[src/rtl/kmm_pkg.sv]
// ----------------------------------------------------------------------------
// kmm_pkg
// Shared types, constants and helpers of the rolling k-mer minimizer.
// ----------------------------------------------------------------------------
package kmm_pkg;

    localparam int MIN_W = 64;
    localparam int LEN_W = 6;

    localparam logic REG_KMER_SIZE = 1'b0;
    localparam logic REG_MIN_LEN   = 1'b1;

    localparam logic [LEN_W-1:0] KMER_RST = 6'd16;
    localparam logic [LEN_W-1:0] MLEN_RST = 6'd8;

    typedef enum logic [1:0] {
        S_IDLE = 2'b01,
        S_SCAN = 2'b10
    } t_state;

    typedef struct packed {
        logic shift;
        logic scan_load;
        logic scan_shift;
    } t_cell_ctl;

    typedef struct packed {
        logic load;
        logic step;
    } t_trk_ctl;

    // low n bases set, all ones from 32 bases up
    function automatic logic [MIN_W-1:0] base_mask(input logic [LEN_W-1:0] n);
        logic [MIN_W-1:0] m;
        if (n >= 6'd32) begin
            m = '1;
        end else begin
            m = (64'd1 << {n, 1'b0}) - 64'd1;
        end
        return m;
    endfunction

endpackage

[src/rtl/rolling_kmer_minimizer.sv]
// ----------------------------------------------------------------------------
// rolling_kmer_minimizer
// Rolling minimizer over a k-mer window, one nucleotide per item.
// ----------------------------------------------------------------------------
// Input channel i_valid/o_stall carries one base and a restart flag per item.
// Output channel o_valid/i_stall returns one result per item: the current
// minimizer, its remaining life and the window-full flag.
// Configuration writes (kmer_size, minimizer_len) use i_cfg_valid/o_cfg_ready,
// are always taken; the user must keep them to idle periods (not enforced).
// The window is a row of MAX_KMER base cells shifting by one per item. When
// the minimizer expires, a second row in the same cells shifts one base per
// cycle past a single 64-bit compare, so a rescan visits the k-m+1 windows
// one per cycle.
// Throughput: 1 item per cycle while no rescan is needed and no result is
// pending; an item that triggers a rescan holds the input until the rescan ends.
// The result enters the output register at the edge that accepts the item,
// or at the end of its rescan, when the output register is free.
// While the receiver stalls, one more item is taken and its result held
// internally; after that o_stall stays high until the output drains.
// Reset clears the window, the minimum, the fill count and sets life to 1,
// kmer_size to 16 and minimizer_len to 8.
// ----------------------------------------------------------------------------
module rolling_kmer_minimizer
    import kmm_pkg::*;
#(
    parameter int MAX_KMER = 32
) (
    input  logic             i_clk,
    input  logic             i_rst_n,
    input  logic             i_valid,
    output logic             o_stall,
    input  logic [1:0]       i_base,
    input  logic             i_restart,
    output logic             o_valid,
    input  logic             i_stall,
    output logic [MIN_W-1:0] o_minimizer,
    output logic [LEN_W-1:0] o_life_left,
    output logic             o_window_full,
    input  logic             i_cfg_valid,
    output logic             o_cfg_ready,
    input  logic             i_cfg_index,
    input  logic [LEN_W-1:0] i_cfg_data
);

    localparam int ROW_W = 2 * MAX_KMER;

    t_state           r_state;
    t_state           n_state;
    logic [LEN_W-1:0] r_k_cfg;
    logic [LEN_W-1:0] r_m_cfg;
    logic [MIN_W-1:0] r_min;
    logic [LEN_W-1:0] r_life;
    logic [LEN_W-1:0] r_fill;
    logic             r_pend;
    logic             r_ov;
    logic [MIN_W-1:0] r_omin;
    logic [LEN_W-1:0] r_olife;
    logic             r_ofull;

    logic [LEN_W-1:0] k_eff;
    logic [LEN_W-1:0] m_eff;
    logic [LEN_W-1:0] full_life;
    logic [MIN_W-1:0] mm;

    logic             accept;
    logic             out_free;
    logic [MIN_W-1:0] min_base;
    logic [LEN_W-1:0] life_base;
    logic [LEN_W-1:0] fill_base;
    logic [LEN_W-1:0] n_fill;
    logic [MIN_W-1:0] newest;
    logic             take_new;
    logic             go_scan;
    logic             scan_done;
    logic             fin;
    logic [MIN_W-1:0] fin_min;
    logic [LEN_W-1:0] fin_life;
    logic             fin_full;

    t_cell_ctl        cell_ctl;
    t_trk_ctl         trk_ctl;
    logic [MIN_W-1:0] trk_best;
    logic [LEN_W-1:0] trk_best_pos;
    logic [LEN_W-1:0] trk_pos;

    logic [1:0]       c_base [MAX_KMER];
    logic [1:0]       c_next [MAX_KMER];
    logic [1:0]       c_scan [MAX_KMER];
    logic [ROW_W-1:0] next_flat;
    logic [ROW_W-1:0] scan_flat;

    // effective sizes
    always_comb begin
        k_eff = r_k_cfg;
        if (r_k_cfg == '0) begin
            k_eff = 6'd1;
        end else if (r_k_cfg > LEN_W'(MAX_KMER)) begin
            k_eff = LEN_W'(MAX_KMER);
        end
        m_eff = r_m_cfg;
        if (r_m_cfg == '0) begin
            m_eff = 6'd1;
        end else if (r_m_cfg > k_eff) begin
            m_eff = k_eff;
        end
    end

    assign full_life = k_eff - m_eff + 6'd1;
    assign mm        = base_mask(m_eff);

    // window and rescan row
    generate
        for (genvar i = 0; i < MAX_KMER; i++) begin : g_cell
            logic [1:0] win_in;
            logic [1:0] load_in;
            logic [1:0] scan_in;

            if (i == 0) begin : g_first
                assign win_in = i_base;
            end else begin : g_rest
                assign win_in = i_restart ? 2'b00 : c_base[i-1];
            end

            if (i == MAX_KMER - 1) begin : g_top
                assign load_in = 2'b00;
                assign scan_in = 2'b00;
            end else begin : g_mid
                assign load_in = c_next[i+1];
                assign scan_in = c_scan[i+1];
            end

            kmm_cell u_cell (
                .i_clk          (i_clk),
                .i_rst_n        (i_rst_n),
                .i_ctl          (cell_ctl),
                .i_keep         (LEN_W'(i) < k_eff),
                .i_win_in       (win_in),
                .i_scan_load_in (load_in),
                .i_scan_in      (scan_in),
                .o_base         (c_base[i]),
                .o_base_next    (c_next[i]),
                .o_scan         (c_scan[i])
            );

            assign next_flat[2*i +: 2] = c_next[i];
            assign scan_flat[2*i +: 2] = c_scan[i];
        end
    endgenerate

    kmm_track u_track (
        .i_clk       (i_clk),
        .i_rst_n     (i_rst_n),
        .i_ctl       (trk_ctl),
        .i_newest    (newest),
        .i_full_life (full_life),
        .i_cand      (MIN_W'(scan_flat) & mm),
        .o_best      (trk_best),
        .o_best_pos  (trk_best_pos),
        .o_pos       (trk_pos)
    );

    // handshake
    assign o_stall     = (r_state != S_IDLE) || r_pend;
    assign accept      = i_valid && !o_stall;
    assign out_free    = !r_ov || !i_stall;
    assign o_cfg_ready = 1'b1;

    // step of one item
    always_comb begin
        min_base  = i_restart ? '0 : r_min;
        life_base = i_restart ? 6'd1 : r_life;
        fill_base = i_restart ? '0 : r_fill;
        n_fill    = (fill_base < k_eff) ? fill_base + 6'd1 : fill_base;
        newest    = MIN_W'(next_flat) & mm;
        take_new  = newest <= min_base;
        go_scan   = !take_new && !(life_base > 6'd1);
    end

    assign scan_done = (r_state == S_SCAN) && (trk_pos <= 6'd1);

    assign cell_ctl.shift      = accept;
    assign cell_ctl.scan_load  = accept && go_scan;
    assign cell_ctl.scan_shift = (r_state == S_SCAN) && !scan_done;
    assign trk_ctl.load        = accept && go_scan;
    assign trk_ctl.step        = (r_state == S_SCAN) && !scan_done;

    always_comb begin
        fin      = (accept && !go_scan) || scan_done;
        fin_min  = trk_best;
        fin_life = trk_best_pos;
        fin_full = r_fill >= k_eff;
        if (accept) begin
            fin_full = n_fill >= k_eff;
            if (take_new) begin
                fin_min  = newest;
                fin_life = full_life;
            end else begin
                fin_min  = min_base;
                fin_life = life_base - 6'd1;
            end
        end
    end

    always_comb begin
        n_state = r_state;
        unique case (r_state)
            S_IDLE: begin
                if (accept && go_scan) begin
                    n_state = S_SCAN;
                end
            end
            S_SCAN: begin
                if (scan_done) begin
                    n_state = S_IDLE;
                end
            end
            default: n_state = S_IDLE;
        endcase
    end

    always_ff @(posedge i_clk) begin
        if (!i_rst_n) begin
            r_state <= S_IDLE;
            r_k_cfg <= KMER_RST;
            r_m_cfg <= MLEN_RST;
            r_min   <= '0;
            r_life  <= 6'd1;
            r_fill  <= '0;
            r_pend  <= 1'b0;
            r_ov    <= 1'b0;
        end else begin
            r_state <= n_state;
            if (i_cfg_valid) begin
                unique case (i_cfg_index)
                    REG_KMER_SIZE: r_k_cfg <= i_cfg_data;
                    REG_MIN_LEN:   r_m_cfg <= i_cfg_data;
                endcase
            end
            if (accept) begin
                r_fill <= n_fill;
            end
            if (fin) begin
                r_min  <= fin_min;
                r_life <= fin_life;
            end
            if (fin && !out_free) begin
                r_pend <= 1'b1;
            end else if (r_pend && out_free) begin
                r_pend <= 1'b0;
            end
            r_ov <= (out_free && (fin || r_pend)) || (r_ov && i_stall);
        end
    end

    always_ff @(posedge i_clk) begin
        if (out_free && fin) begin
            r_omin  <= fin_min;
            r_olife <= fin_life;
            r_ofull <= fin_full;
        end else if (out_free && r_pend) begin
            r_omin  <= r_min;
            r_olife <= r_life;
            r_ofull <= r_fill >= k_eff;
        end
    end

    assign o_valid       = r_ov;
    assign o_minimizer   = r_omin;
    assign o_life_left   = r_olife;
    assign o_window_full = r_ofull;

    a_life_range: assert property (@(posedge i_clk) disable iff (!i_rst_n)
        o_valid |-> (o_life_left != '0) && (o_life_left <= LEN_W'(MAX_KMER)))
        else $error("life out of range");

    a_item_tracked: assert property (@(posedge i_clk) disable iff (!i_rst_n)
        accept |=> (r_state == S_SCAN) || o_valid || r_pend)
        else $error("accepted item lost");

    a_scan_pos: assert property (@(posedge i_clk) disable iff (!i_rst_n)
        (r_state == S_SCAN) |-> (trk_pos != '0) && (trk_pos <= LEN_W'(MAX_KMER)))
        else $error("rescan position out of range");

    a_scan_end: assert property (@(posedge i_clk) disable iff (!i_rst_n)
        scan_done |=> (r_state == S_IDLE) && (o_valid || r_pend))
        else $error("rescan did not deliver");

endmodule

[src/rtl/kmm_cell.sv]
// ----------------------------------------------------------------------------
// kmm_cell
// One base of the k-mer window plus one base of the rescan row.
// ----------------------------------------------------------------------------
module kmm_cell
    import kmm_pkg::*;
(
    input  logic      i_clk,
    input  logic      i_rst_n,
    input  t_cell_ctl i_ctl,
    input  logic      i_keep,
    input  logic [1:0] i_win_in,
    input  logic [1:0] i_scan_load_in,
    input  logic [1:0] i_scan_in,
    output logic [1:0] o_base,
    output logic [1:0] o_base_next,
    output logic [1:0] o_scan
);

    logic [1:0] r_base;
    logic [1:0] n_base;
    logic [1:0] r_scan;

    always_comb begin
        n_base = r_base;
        if (i_ctl.shift) begin
            n_base = i_keep ? i_win_in : 2'b00;
        end
    end

    always_ff @(posedge i_clk) begin
        if (!i_rst_n) begin
            r_base <= 2'b00;
        end else begin
            r_base <= n_base;
        end
    end

    always_ff @(posedge i_clk) begin
        if (i_ctl.scan_load) begin
            r_scan <= i_scan_load_in;
        end else if (i_ctl.scan_shift) begin
            r_scan <= i_scan_in;
        end
    end

    assign o_base      = r_base;
    assign o_base_next = n_base;
    assign o_scan      = r_scan;

endmodule

[src/rtl/kmm_track.sv]
// ----------------------------------------------------------------------------
// kmm_track
// Running minimum of the rescan, one candidate m-mer per cycle.
// ----------------------------------------------------------------------------
module kmm_track
    import kmm_pkg::*;
(
    input  logic             i_clk,
    input  logic             i_rst_n,
    input  t_trk_ctl         i_ctl,
    input  logic [MIN_W-1:0] i_newest,
    input  logic [LEN_W-1:0] i_full_life,
    input  logic [MIN_W-1:0] i_cand,
    output logic [MIN_W-1:0] o_best,
    output logic [LEN_W-1:0] o_best_pos,
    output logic [LEN_W-1:0] o_pos
);

    logic [MIN_W-1:0] r_best;
    logic [LEN_W-1:0] r_best_pos;
    logic [LEN_W-1:0] r_pos;
    logic [LEN_W-1:0] pos_dec;

    assign pos_dec = r_pos - 6'd1;

    always_ff @(posedge i_clk) begin
        if (!i_rst_n) begin
            r_pos <= '0;
        end else if (i_ctl.load) begin
            r_pos <= i_full_life;
        end else if (i_ctl.step) begin
            r_pos <= pos_dec;
        end
    end

    // ties go to the older window
    always_ff @(posedge i_clk) begin
        if (i_ctl.load) begin
            r_best     <= i_newest;
            r_best_pos <= i_full_life;
        end else if (i_ctl.step && (i_cand <= r_best)) begin
            r_best     <= i_cand;
            r_best_pos <= pos_dec;
        end
    end

    assign o_best     = r_best;
    assign o_best_pos = r_best_pos;
    assign o_pos      = r_pos;

endmodule
[config.mk]
export PLATFORM = sky130hd
export DESIGN_NAME = rolling_kmer_minimizer
export DESIGN_NICKNAME = d
export VERILOG_FILES = /design/src/rtl/kmm_pkg.sv /design/src/rtl/rolling_kmer_minimizer.sv /design/src/rtl/kmm_cell.sv /design/src/rtl/kmm_track.sv
export SDC_FILE = /design/constraint.sdc
export NUM_CORES = 1
export LEC_CHECK = 0
export ABC_AREA = 1
export ABC_CLOCK_PERIOD_IN_PS = 8700
export CAP_MARGIN = 10
export CORE_ASPECT_RATIO = 0.6
export CORE_MARGIN = 2
export CORE_UTILIZATION = 50
export CTS_CLUSTER_SIZE = 30
export DETAILED_ROUTE_END_ITERATION = 10
export DONT_BUFFER_PORTS = 1
export PLACE_DENSITY = 0.71
export SYNTH_ARGS = -nofsm -noshare
export SYNTH_HDL_FRONTEND = slang
export SYNTH_SLANG_ARGS = --single-unit
export TNS_END_PERCENT = 30
[constraint.sdc]
create_clock -name i_clk -period 8.7 [get_ports i_clk]
set_clock_uncertainty 0.2 [all_clocks]
set_input_delay 0.87 -clock i_clk [delete_from_list [all_inputs] [get_ports i_clk]]
set_output_delay 0.87 -clock i_clk [all_outputs]
set_load 0.02 [all_outputs]
Yosys cells after proc, flatten, opt, wreduce, memory -nomap -nowiden
Cells that the tools add are included.
{"block": "op_classes", "n_mux": 188, "shift": 1, "n_reduce_logical": 34, "n_bitwise": 3, "add_sub_neg": 6, "magnitude_cmp": 42, "eq_ne": 5}
{"operator": "$mux 64", "count": 8}
{"operator": "$mux 2", "count": 159}
{"operator": "$le 64x64->1", "count": 2}
{"operator": "$lt 5x6->1 const A", "count": 16}
{"operator": "$mux 6", "count": 15}
{"operator": "$and 62x64->64", "count": 1}
{"operator": "$and 64x64->64", "count": 1}
{"operator": "$shl 1x7->64 const A", "count": 1}
{"operator": "$sub 64x1->64 const B", "count": 1}
{"operator": "$lt 4x6->1 const A", "count": 8}
{"operator": "$lt 3x6->1 const A", "count": 4}
{"operator": "$add 6x1->6 const B", "count": 2}
{"operator": "$ge 6x6->1", "count": 2}
{"operator": "$logic_and 1x1->1", "count": 12}
{"operator": "$logic_not 6->1", "count": 2}
{"operator": "$lt 1x6->1 const A", "count": 2}
{"operator": "$lt 2x6->1 const A", "count": 2}
{"operator": "$sub 6x1->6 const B", "count": 2}
{"operator": "$logic_not 1->1", "count": 8}
{"operator": "$reduce_bool 2->1", "count": 4}
{"operator": "$ge 6x6->1 const B", "count": 1}
{"operator": "$gt 6x1->1 const B", "count": 1}
{"operator": "$gt 6x6->1", "count": 1}
{"operator": "$gt 6x6->1 const B", "count": 1}
{"operator": "other kinds (12)", "count": 23}
{"block": "word_totals", "reg_bits": 365, "out_inout_bits": 74, "wordCells": 356}

Logic depth before layout (Yosys ltp)
Gate-level depths: netlist (run 1).
{"block": "depth", "word_depth": 19, "mapped_depth": 50, "depth_no_buf": 47}

By module
From an unflattened synthesis (run 1), not the netlist that was laid out.
{"block": "unflattened", "hier_cells": 3631, "area_unflattened_um2": 25081.6}
{"mod": "rolling_kmer_minimizer", "cells_each": 2314, "instances": 1, "seq_area_each_um2": 3973.8, "area_per_inst_um2": 14455.1}
{"mod": "kmm_cell", "cells_each": 22, "instances": 32, "seq_area_each_um2": 100.1, "area_per_inst_um2": 175.2}
{"mod": "kmm_track", "cells_each": 613, "instances": 1, "seq_area_each_um2": 2222.1, "area_per_inst_um2": 5021.1}

Worst setup path before layout (run 1)
OpenSTA, ideal clock, no wires.
{"block": "synth_path", "path_type": "flip-flop to flip-flop", "from": "reg r_k_cfg[2]", "to": "reg u_track.r_best[0] (netlist: u_track.o_best[0]), enable pin", "stages_incl_launch_ff": 39, "path_slack_ns": -0.745, "period_less_slack_ns": 9.445, "t_arrival_ns": 8.705, "t_required_ns": 7.960, "n_path_buf": 2, "setup_time_ns": 0.540, "cell_sequence": "dfxtp_1 > nor2_2 > nand3_2 > nand2_2 > nand2_2 > ha_1 > nand2_1 > nor2_4 > nand2_2 > nand3_4 > nand2_4 > nand2_2 > inv_1 > nor2_4 > nor2_2 > nand2_2 > ha_1 > nand2_1 > [... 3 more ...] > nand2_1 > nand3_1 > inv_1 > ha_1 > nand4_1 > nor3_1 > inv_1 > nor4_1 > o21ai_0 > nand2_1 > nand2_1 > nand2_1 > nand2_1 > inv_2 > nand3_1 > clkbuf_1 > buf_2 > a31oi_1"}
{"block": "synth_via", "elab_chain_cells": 15, "elab_cells_between_ends": 116}
{"item": "from (decl)", "line": "rolling_kmer_minimizer.sv:49", "text": "logic [LEN_W-1:0] r_k_cfg;"}
{"item": "from (signal assigned)", "line": "rolling_kmer_minimizer.sv:235", "text": "REG_KMER_SIZE: r_k_cfg <= i_cfg_data;"}
{"item": "$gt 6x6->1", "line": "rolling_kmer_minimizer.sv:97", "text": "end else if (r_k_cfg > LEN_W'(MAX_KMER)) begin"}
{"item": "$mux 6", "line": "rolling_kmer_minimizer.sv:97"}
{"item": "$mux 6 (*)", "line": "rolling_kmer_minimizer.sv:95", "text": "if (r_k_cfg == '0) begin"}
{"item": "$gt 6x6->1", "line": "rolling_kmer_minimizer.sv:103", "text": "end else if (r_m_cfg > k_eff) begin"}
{"item": "$mux 6", "line": "rolling_kmer_minimizer.sv:103"}
{"item": "$mux 6", "line": "rolling_kmer_minimizer.sv:101", "text": "if (r_m_cfg == '0) begin"}
{"item": "$shl 1x7->64", "line": "kmm_pkg.sv:38", "text": "m = (64'd1 << {n, 1'b0}) - 64'd1;"}
{"item": "$sub 64x1->64", "line": "kmm_pkg.sv:38"}
{"item": "$mux 64", "line": "kmm_pkg.sv:35", "text": "if (n >= 6'd32) begin"}
{"item": "$and 64x64->64", "line": "rolling_kmer_minimizer.sv:174", "text": "newest = MIN_W'(next_flat) & mm;"}
{"item": "$le 64x64->1", "line": "rolling_kmer_minimizer.sv:175", "text": "take_new = newest <= min_base;"}
{"item": "$logic_not 1->1", "line": "rolling_kmer_minimizer.sv:176", "text": "go_scan = !take_new && !(life_base > 6'd1);"}
{"item": "$logic_and 1x1->1", "line": "rolling_kmer_minimizer.sv:176"}
{"item": "$logic_and 1x1->1", "line": "rolling_kmer_minimizer.sv:184", "text": "assign trk_ctl.load = accept && go_scan;"}
{"item": "$reduce_bool 2->1 (no source line) (*)"}
{"item": "to (signal assigned)", "line": "kmm_track.sv:39", "text": "r_best <= i_newest;"}
{"item": "to (signal assigned)", "line": "kmm_track.sv:42", "text": "r_best <= i_cand;"}
{"item": "to (decl)", "line": "kmm_track.sv:19", "text": "logic [MIN_W-1:0] r_best;"}
Every way passes the cells marked *; elsewhere a longest branch is shown, timed or not.
A chain may end at the register's enable or synchronous reset.

Worst setup path in the final report (run 1)
{"block": "layout_path", "from": "reg r_k_cfg[5]", "to": "reg r_omin[17] (netlist: o_minimizer[17]), data pin"}
{"block": "layout_via", "elab_chain_cells": 18, "elab_cells_between_ends": 118}
{"item": "$gt 6x6->1", "line": "rolling_kmer_minimizer.sv:97"}
{"item": "$mux 6", "line": "rolling_kmer_minimizer.sv:97"}
{"item": "$mux 6 (*)", "line": "rolling_kmer_minimizer.sv:95"}
{"item": "$gt 6x6->1", "line": "rolling_kmer_minimizer.sv:103"}
{"item": "$mux 6", "line": "rolling_kmer_minimizer.sv:103"}
{"item": "$mux 6", "line": "rolling_kmer_minimizer.sv:101"}
{"item": "$shl 1x7->64", "line": "kmm_pkg.sv:38"}
{"item": "$sub 64x1->64", "line": "kmm_pkg.sv:38"}
{"item": "[... 2 more ...]"}
{"item": "$le 64x64->1", "line": "rolling_kmer_minimizer.sv:175"}
{"item": "$logic_not 1->1", "line": "rolling_kmer_minimizer.sv:176"}
{"item": "$logic_and 1x1->1", "line": "rolling_kmer_minimizer.sv:176"}
{"item": "$logic_not 1->1", "line": "rolling_kmer_minimizer.sv:188", "text": "fin = (accept && !go_scan) || scan_done;"}
{"item": "$logic_and 1x1->1", "line": "rolling_kmer_minimizer.sv:188"}
{"item": "$logic_or 1x1->1", "line": "rolling_kmer_minimizer.sv:188"}
{"item": "$logic_and 1x1->1", "line": "rolling_kmer_minimizer.sv:256", "text": "if (out_free && fin) begin"}
{"item": "$mux 64 (*)", "line": "rolling_kmer_minimizer.sv:256"}
{"item": "to (signal assigned)", "line": "rolling_kmer_minimizer.sv:257", "text": "r_omin <= fin_min;"}
{"item": "to (signal assigned)", "line": "rolling_kmer_minimizer.sv:261", "text": "r_omin <= r_min;"}
{"item": "to (decl)", "line": "rolling_kmer_minimizer.sv:56", "text": "logic [MIN_W-1:0] r_omin;"}
Marks and branches as above.

==> results of run 1 <==
-- layout by cell type (no fill, tap or decap), types with 11 or more instances in the layout --
master / instances
o21ai_1: 19
a22oi_1: 12
nor3_1: 36
nand3_1: 167
nand2_2: 38
inv_2: 19
nand4_1: 23
o21ai_0: 199
nand3_4: 11
buf_4: 30
nor2_4: 14
o21a_1: 17
nor2_1: 264
dfxtp_1: 162
ha_1: 163
o211ai_1: 25
a21oi_1: 180
inv_1: 551
clkbuf_16: 41
edfxtp_1: 203
a211oi_1: 20
nor2_2: 25
nand2_1: 897
-- flip-flops by register name, indices dropped and copies added, names as in the netlist --
| name | flops |
|---|---|
| u_track.o_pos | 6 |
| o_window_full | 1 |
| o_minimizer | 64 |
| r_state | 2 |
| r_life | 6 |
| o_valid | 1 |
| r_fill | 6 |
| r_k_cfg | 6 |
| g_cell.u_cell.o_scan | 62 |
| r_min | 64 |
| r_m_cfg | 6 |
| u_track.o_best_pos | 6 |
| r_pend | 1 |
| u_track.o_best | 64 |
| g_cell.u_cell.o_base | 64 |
| o_life_left | 6 |
-- cell families after synthesis --
kind of cell             Yosys count
XOR/XNOR                          16
AND/OR/NAND/NOR                 1525
other                              1
buffers and inverters            705
AO/OA/AOI/OAI                    495
multiplexers                       1
adder cells (fa/ha/maj)          164
flip-flops                       365
-- Yosys cell counts, drive strengths merged, types with 3 or more instances --
master / n / share of area
a211oi: 20 / 0.0063
a21boi: 3 / 0.00095
a21oi: 181 / 0.038
a22oi: 12 / 0.0038
a31oi: 3 / 0.00079
and2: 6 / 0.0016
buf: 45 / 0.011
clkbuf: 84 / 0.013
dfxtp: 162 / 0.14
edfxtp: 203 / 0.26
ha: 163 / 0.086
inv: 574 / 0.091
nand2: 940 / 0.15
nand3: 188 / 0.046
nand3b: 5 / 0.0016
nand4: 26 / 0.0084
nor2: 306 / 0.057
nor3: 38 / 0.0084
nor4: 3 / 0.00079
o211ai: 25 / 0.0079
o21a: 17 / 0.0054
o21ai: 219 / 0.046
o221ai: 5 / 0.0018
o22ai: 3 / 0.00079
or2: 10 / 0.0026
xnor2: 8 / 0.0030
xor2: 8 / 0.0030
-- stage by stage --
stage	hold slack, ns	total power, mW	cell area [um^2]
2_1_floorplan	0.244	3.09	23700
3_3_place_gp	0.285	3.47	24300
3_5_place_dp	0.288	3.49	24300
4_1_cts	0.215	5.28	25600
5_1_grt	0.235	5.54	25600
6_report	0.251	5.31	25700
-- area by class of cell --
class / count / area share
tap: 630 / 0.0307
multi-input combinational: 2203 / 0.457
inverter: 576 / 0.0847
timing repair buffer: 32 / 0.0103
clock buffer: 51 / 0.0422
antenna: 2 / 0.000195
sequential: 365 / 0.364
clock inverter: 19 / 0.0106
-- metal layers --
layer | up-vias | wire length (um) | share of wire
li1 | 10400 | - | -
met1 | 10200 | 36600 | 0.46
met2 | 1308 | 27100 | 0.34
met3 | 73 | 14600 | 0.18
met4 | 2 | 879 | 0.011
met5 | - | 11 | 0.00014
-- power groups by stage --
stage	combinational (mW)	clock, mW	sequential, mW
2_1_floorplan	1.05	0	2.04
3_3_place_gp	1.41	0	2.06
3_5_place_dp	1.43	0	2.06
4_1_cts	1.44	1.81	2.02
5_1_grt	1.63	1.88	2.03
6_report	1.48	1.80	2.02
-- final timing paths --
check / cells past startpoint / startpoint / slack (ns) / endpoint
setup / recovery: 43 / r_k_cfg[5]$_SDFFE_PN0P_ / 0.82 / o_minimizer[17]$_DFFE_PP_
hold / removal: 2 / i_rst_n / 0.25 / r_min[6]$_SDFFE_PN0P_
setup reg to reg: 43 / r_k_cfg[5]$_SDFFE_PN0P_ / 0.82 / o_minimizer[17]$_DFFE_PP_
hold reg to reg: 2 / r_k_cfg[0]$_SDFFE_PN0P_ / 0.29 / r_k_cfg[0]$_SDFFE_PN0P_
==> summary.md, run 1 <==
| Metric | Value |
|---|---|
| Post_cts resized | `0` |
| Final #Nets | `approximately 3400` |
| CORE AREA | `46600 um^2` |
| Met3 usage | `0.153` |
| Final hold vios | `0` |
| Synth Area in Compound Gates | `0.115` |
| Initial antenna violation count | `1` |
| # hold bufs at CTS | `0` |
| Max rail drop VDD | `around 0.00012 V` |
| Post-Syn Area | `23700 um^2` |
| Status | `complete, no violations` |
| Crit-path slowest cell | `buf_4` |
| Synth Area in Simple Gates | `0.283` |
| Final Cycle Share | `0.905` |
| Reg area | `9340 um^2` |
| RSZ-0062 raised after global routing | `no` |
| Root buffer cell | `clkbuf_16` |
| Max Slew Vio Count | `0` |
| Fmax achieved | `approximately 130 MHz` |
| Largest family of logic cells by synthesized area | `simple AND/OR/NAND/NOR gates` |
| Critical path endpoint category | `flop` |
| HP Class | `primary input to flop` |
| DR iter-0 viols | `3512` |
| Synth Area in XOR/XNOR | `0.00590` |
| Die height | `173 um` |
| Pint | `~3.4 mW` |
| TritonRoute pass-1 iters | `6` |
| Sequential fraction of the synthesis area | `0.393` |
| Slew headroom | `0.228` |
| Vias in the first global route | `19600` |
| H-tree depth | `2` |
| Worst-Skew Late Latency | `between 0.5 and 0.6 ns` |
| FFs w/ async S/R, synth | `0` |
| All-layer global routing usage | `0.316` |
| Max incr delay on CP | `0.58 ns` |
| Sw Share | `0.359` |
| Crit path buf inv count | `9` |
| Per-cell routed wire length | `20.4 um` |
| Setup ws final | `0.824 ns` |
| Routing usage on met1 | `0.504` |
| Syn avg cell area | `7.26 um^2` |
| Non-filler cells, final | `3878` |
| Sequential power share | `0.381` |
| Leakage | `13.1 nW` |
| CTS tree | `done` |
| Global-route wire length before repair | `120000 um` |
| Final ANT Viol Nets | `0` |
| Met2 GRT Util | `0.376` |
| Crit start category | `flop` |
| Crit-path most repeated cell | `nand2_1` |
| Post-CTS Setup Repair Bufs | `0` |
| CP arrival | `7.95 ns` |
| FF+latch count, synth | `365` |
| CTS Buf Count | `38` |
| Pin count of the biggest net entering global routing | `~110` |
| Worst slack at placement | `0.949 ns` |
| DP HPWL | `60300 um` |
| Kind of critical path | `flop to flop` |
| Area grow syn2layout | `8.07%` |
| Crit-path max FO | `64` |
| Power per cell area | `207 nW/um^2` |
| Ys flop type | `edfxtp_1` |
| Synth Area in Adders | `0.0868` |
| Die width | `285 um` |
| Sw power | `1.90 mW` |
| Comb power frac | `0.280` |
| Ys Warns | `0` |
| Setup violators final | `0` |
| Placed Cells | `3806` |
| # Max-Cap Violations | `0` |
| Clock slew seen by the registers of the worst setup and hold paths | `0.06 ns` |
| Initial core utilization | `0.510` |
| Number of enable flip-flop cells after synthesis | `203` |
| IO buf count | `0` |
| Min cycle time layout | `between 7 and 8 ns` |
| Congestion Overflow GR | `0` |
| Clk network pwr share | `0.339` |
| Setup Total Neg Slack | `0 ns` |
| Multi-input logic area | `between 10000 and 15000 um^2` |
| Rows | `61` |
| CTS Buffer Depth | `3` |
| Filler Cell Count | `4330` |
| Final Util | `0.551` |
| Routed vias/inst | `~5.6` |
| Distinct cell type count after synthesis | `60` |
| Least-Margin Pin Slew | `1.15 ns` |
| Ports | `89` |
| Die area | `49300 um^2` |
| GRT busiest layer | `met1` |
| Vias | `21900` |
| Clock sinks | `365` |
| Post-route DRC | `0` |
| Required time of the critical path | `8.77 ns` |
| Mapped Cells | `roughly 3300` |
| Total routed wirelength | `79200 um` |
| Delay-heaviest family, CP | `simple AND/OR/NAND/NOR gates` |
| Share of layout cells above drive strength 1 | `0.0733` |
| Routability cong. | `1.06` |
| Post-synthesis mux area share | `0.000474` |
Note: power is estimated with default switching activity, not from simulation.
==> run 2, diff against run 1 <==
- ABC_AREA: 1 -> 0
- ABC_CLOCK_PERIOD_IN_PS: 8700 -> unset
==> run 2 against run 1 <==
Against the previous run:
- cell area down 3.2%
- cell count down 19%
- via count down 6.4%
- critical path depth down 18
- worst setup slack worse by 0.63 ns
- flip-flop and latch count unchanged
- synthesized area down 5.3%
- power down 11%
- clock power down 6%
- sequential power about the same
- utilization up 0.60 points
- highest routed layer is now met4
==> summary.md, run 2 <==
| Metric | Value |
|---|---|
| Status | `complete, no violations (unchanged)` |
| Reg2reg end | `o_minimizer[61]$_DFFE_PP_ (was o_minimizer[17]$_DFFE_PP_)` |
| DP Area | `23500 um^2 (was 24300 um^2)` |
| CTS tree | `done (unchanged)` |
| Vias in the first global route | `19100 (was 19600)` |
| Most common cell after layout, fill and taps aside | `nand2_1 (unchanged)` |
| Min cycle time layout | `8.51 ns (was 7.88 ns)` |
| Number of enable flip-flop cells after synthesis | `203 (unchanged)` |
| Max Slew Vio Count | `0 (unchanged)` |
| Congestion Overflow GR | `0 (unchanged)` |
| Routed vias/inst | `6.50 (was 5.64)` |
| Worst r2r path cells | `25 (was 43)` |
| CP Launch Point | `r_k_cfg[4]$_SDFFE_PN1P_ (was r_k_cfg[5]$_SDFFE_PN0P_)` |
| Final Cycle Share | `0.978 (was 0.905)` |
| Worst Setup EP | `o_minimizer[61]$_DFFE_PP_ (was o_minimizer[17]$_DFFE_PP_)` |
| Least-Margin Pin Slew | `1.19 ns (was 1.15 ns)` |
| Setup ws final | `0.191 ns (was 0.824 ns)` |
| Vias | `20500 (was 21900)` |
| Yosys top cell by area | `edfxtp_1 (unchanged)` |
| CORE AREA | `44600 um^2 (was 46600 um^2)` |
| Clock sinks | `365 (unchanged)` |
| DR iter-0 viols | `3084 (was 3512)` |
| Required time of the critical path | `8.75 ns (was 8.77 ns)` |
| Ys Warns | `0 (unchanged)` |
| Root buffer cell | `clkbuf_16 (unchanged)` |
| Critical path endpoint category | `flop (unchanged)` |
| Slew headroom | `0.199 (was 0.228)` |
| Post-Syn Area | `22500 um^2 (was 23700 um^2)` |
| Final #Nets | `2717 (was 3395)` |
| IO buf count | `0 (unchanged)` |
| Post-route cell area | `24800 um^2 (was 25700 um^2)` |
| Most frequent cells in the layout | `nand2_1, nor2_1, o21ai_0, edfxtp_1, a21oi_1 (was nand2_1, inv_1, nor2_1, edfxtp_1, o21ai_0)` |
| Syn avg cell area | `8.79 um^2 (was 7.26 um^2)` |
| All-layer global routing usage | `0.348 (was 0.316)` |
| FFs w/ async S/R, synth | `0 (unchanged)` |
| FF+latch count, synth | `365 (unchanged)` |
| Ys flop type | `edfxtp_1 (unchanged)` |
| Sequential fraction of the synthesis area | `0.416 (was 0.393)` |
| Top cells by area, synth | `edfxtp_1, dfxtp_1, ha_1 (was edfxtp_1, nand2_1, dfxtp_1)` |
| Fmax achieved | `118 MHz (was 127 MHz)` |
| Rows | `60 (was 61)` |
| Most frequent cell after synthesis | `nand2_1 (unchanged)` |
| TritonRoute pass-1 iters | `8 (was 6)` |
| CP arrival | `8.56 ns (was 7.95 ns)` |
| DP HPWL | `60200 um (was 60300 um)` |
| Die width | `278 um (was 285 um)` |
| Sw Share | `0.322 (was 0.359)` |
| HP Class | `primary input to flop (unchanged)` |
| Setup Total Neg Slack | `0 ns (unchanged)` |
| Distinct cell type count after synthesis | `92 (was 60)` |
| Sw power | `1.52 mW (was 1.90 mW)` |
| H-tree depth | `2 (unchanged)` |
| Mapped Cells | `2556 (was 3272)` |
| Diodes inserted | `0 (was 2)` |
| Final Util | `0.557 (was 0.551)` |
| RSZ-0062 raised after global routing | `no (unchanged)` |
| Share of layout cells above drive strength 1 | `0.0924 (was 0.0733)` |
| Initial antenna violation count | `2 (was 1)` |
| CTS Buf Count | `37 (was 38)` |
| Worst-Skew Late Latency | `0.56 ns (was 0.57 ns)` |
| Max rail drop VDD | `0.000139 V (was 0.000121 V)` |
| Pin count of the biggest net entering global routing | `95 (was 108)` |
| Placed Cells | `3081 (was 3806)` |
| Pint | `3.21 mW (was 3.40 mW)` |
| Post-route DRC | `0 (unchanged)` |
| Clock slew seen by the registers of the worst setup and hold paths | `0.07 ns (was 0.06 ns)` |
| Per-cell routed wire length | `26.2 um (was 20.4 um)` |
| Filler Cell Count | `3951 (was 4330)` |
| # Max-Cap Violations | `0 (unchanged)` |
| Synth cell count leaders | `nand2_1, nor2_1, o21ai_0, edfxtp_1, a21oi_1 (was nand2_1, inv_1, nor2_1, edfxtp_1, o21ai_0)` |
| Final hold vios | `0 (unchanged)` |
| Comb power frac | `0.220 (was 0.280)` |
| Clk network pwr share | `0.358 (was 0.339)` |
| Multi-input logic area | `12200 um^2 (was 11700 um^2)` |
| Initial core utilization | `0.504 (was 0.510)` |
| Reg area | `9340 um^2 (about the same)` |
| CTS Buffer Depth | `3 (unchanged)` |
| Worst slack at placement | `-0.0467 ns (was 0.949 ns)` |
| Kind of critical path | `flop to flop (unchanged)` |
| Global-route wire length before repair | `124000 um (was 120000 um)` |
| Final ANT Viol Nets | `0 (unchanged)` |
| Yosys top cell area share | `0.271 (was 0.257)` |
| Non-filler cells, final | `3155 (was 3878)` |
| Power per cell area | `191 nW/um^2 (was 207 nW/um^2)` |
| Crit-path max FO | `13 (was 64)` |
| Crit start category | `flop (unchanged)` |
| Ports | `89 (unchanged)` |
| R2r setup slk | `0.19 ns (was 0.82 ns)` |
| Routability cong. | `0.991 (was 1.06)` |
| Area grow syn2layout | `10.5% (was 8.07%)` |
| Total routed wirelength | `82700 um (was 79200 um)` |
| Worst r2r src | `r_k_cfg[4]$_SDFFE_PN1P_ (was r_k_cfg[5]$_SDFFE_PN0P_)` |
| Leakage | `9.78 nW (was 13.1 nW)` |
| Sequential power share | `0.422 (was 0.381)` |
| Setup violators final | `0 (unchanged)` |
| Die area | `46700 um^2 (was 49300 um^2)` |
| Die height | `168 um (was 173 um)` |
[run 2: cell types whose count changed in the layout (fill, tap and decap cells not counted), moves of 52 or more]
cell and delta:
nand2_1 -624, inv_1 -438, nand3_1 -112, nand2b_1 +82, nor2b_1 +81, and2_1 +52
[run 2: area by class of cell]
cell class,instances,area share
tap,589,0.0297
timing repair buffer,89,0.0345
inverter,117,0.0177
sequential,365,0.376
clock inverter,16,0.00761
multi-input combinational,1928,0.492
clock buffer,51,0.0427
[run 2: logic make-up after synthesis]
| group | share of synthesized area |
|---|---|
| multiplexers | 0.0300 |
| AO/OA/AOI/OAI | 0.207 |
| XOR/XNOR | 0.00662 |
| buffers and inverters | 0.0466 |
| adder cells (fa/ha/maj) | 0.0916 |
| AND/OR/NAND/NOR | 0.203 |
| flip-flops | 0.416 |
| other | 0.000167 |
[run 2: repair_timing]
item / CTS / global route
setup buffers: 2 / 5
hold buffers: 0 / 0
resized for setup: 1 / 5
hold endpoints to repair: 0 / 0
pin swaps: 1 / 0
setup endpoints to repair: 8 / 418
[run 2: power by group through the flow]
stage	Combinational [mW]	Sequential, mW	Clock [mW]
floorplan	0.629	2.01	0
detailed placement	0.987	2.03	0
global route	1.10	2.00	1.77
global placement	0.983	2.03	0
finish	1.04	2.00	1.70
CTS	0.997	2.00	1.70
[run 2: layer usage]
layer	vias to the layer above	part of all wire	track usage
met1	9828	0.44	0.522
met3	159	0.13	0.0966
met4	0	0.028	0.0907
met2	1329	0.40	0.488
li1	9182	-	-
met5	-	0	0
[run 2: worst min path at each step]
stage / startpoint / cells past startpoint / endpoint / slack [ns]
global placement: r_min[13]$_SDFFE_PN0P_ / 2 / r_min[13]$_SDFFE_PN0P_ / 0.26
global route: i_rst_n / 1 / r_k_cfg[4]$_SDFFE_PN1P_ / 0.23
detailed placement: g_cell[3].u_cell.o_base[1]$_SDFF_PN0_ / 2 / g_cell[3].u_cell.o_base[1]$_SDFF_PN0_ / 0.27
finish: i_rst_n / 1 / r_k_cfg[4]$_SDFFE_PN1P_ / 0.26
CTS: i_rst_n / 1 / r_k_cfg[4]$_SDFFE_PN1P_ / 0.22
floorplan: g_cell[31].u_cell.o_base[1]$_SDFF_PN0_ / 2 / g_cell[31].u_cell.o_base[1]$_SDFF_PN0_ / 0.25
[run 2: through the flow]
stage / total power [mW] / hold slack, ns
after global placement: 3.01 / 0.260
after detailed placement: 3.02 / 0.273
after CTS: 4.69 / 0.217
after floorplan: 2.63 / 0.246
final: 4.74 / 0.265
after global routing: 4.88 / 0.230
[run 2: critical path, cell delays in order (launching register included)]
cell,delay [ns]
dfxtp_1,0.45
nor3_4,0.43
nand2_1,0.30
o21ai_4,0.13
ha_1,0.24
and2_1,0.19
and2_1,0.26
a31oi_4,0.35
buf_4,0.18
buf_4,0.21
mux2_2,0.47
o41ai_4,0.59
nand3_1,0.42
a221o_1,0.51
nor2_1,0.15
ha_1,0.17
nand4_1,0.16
nor4_1,0.46
nand4_1,0.14
buf_4,0.21
a211oi_1,0.36
or4_1,0.34
nand2_2,0.22
buf_4,0.26
a221oi_1,0.57
o21ai_0,0.22
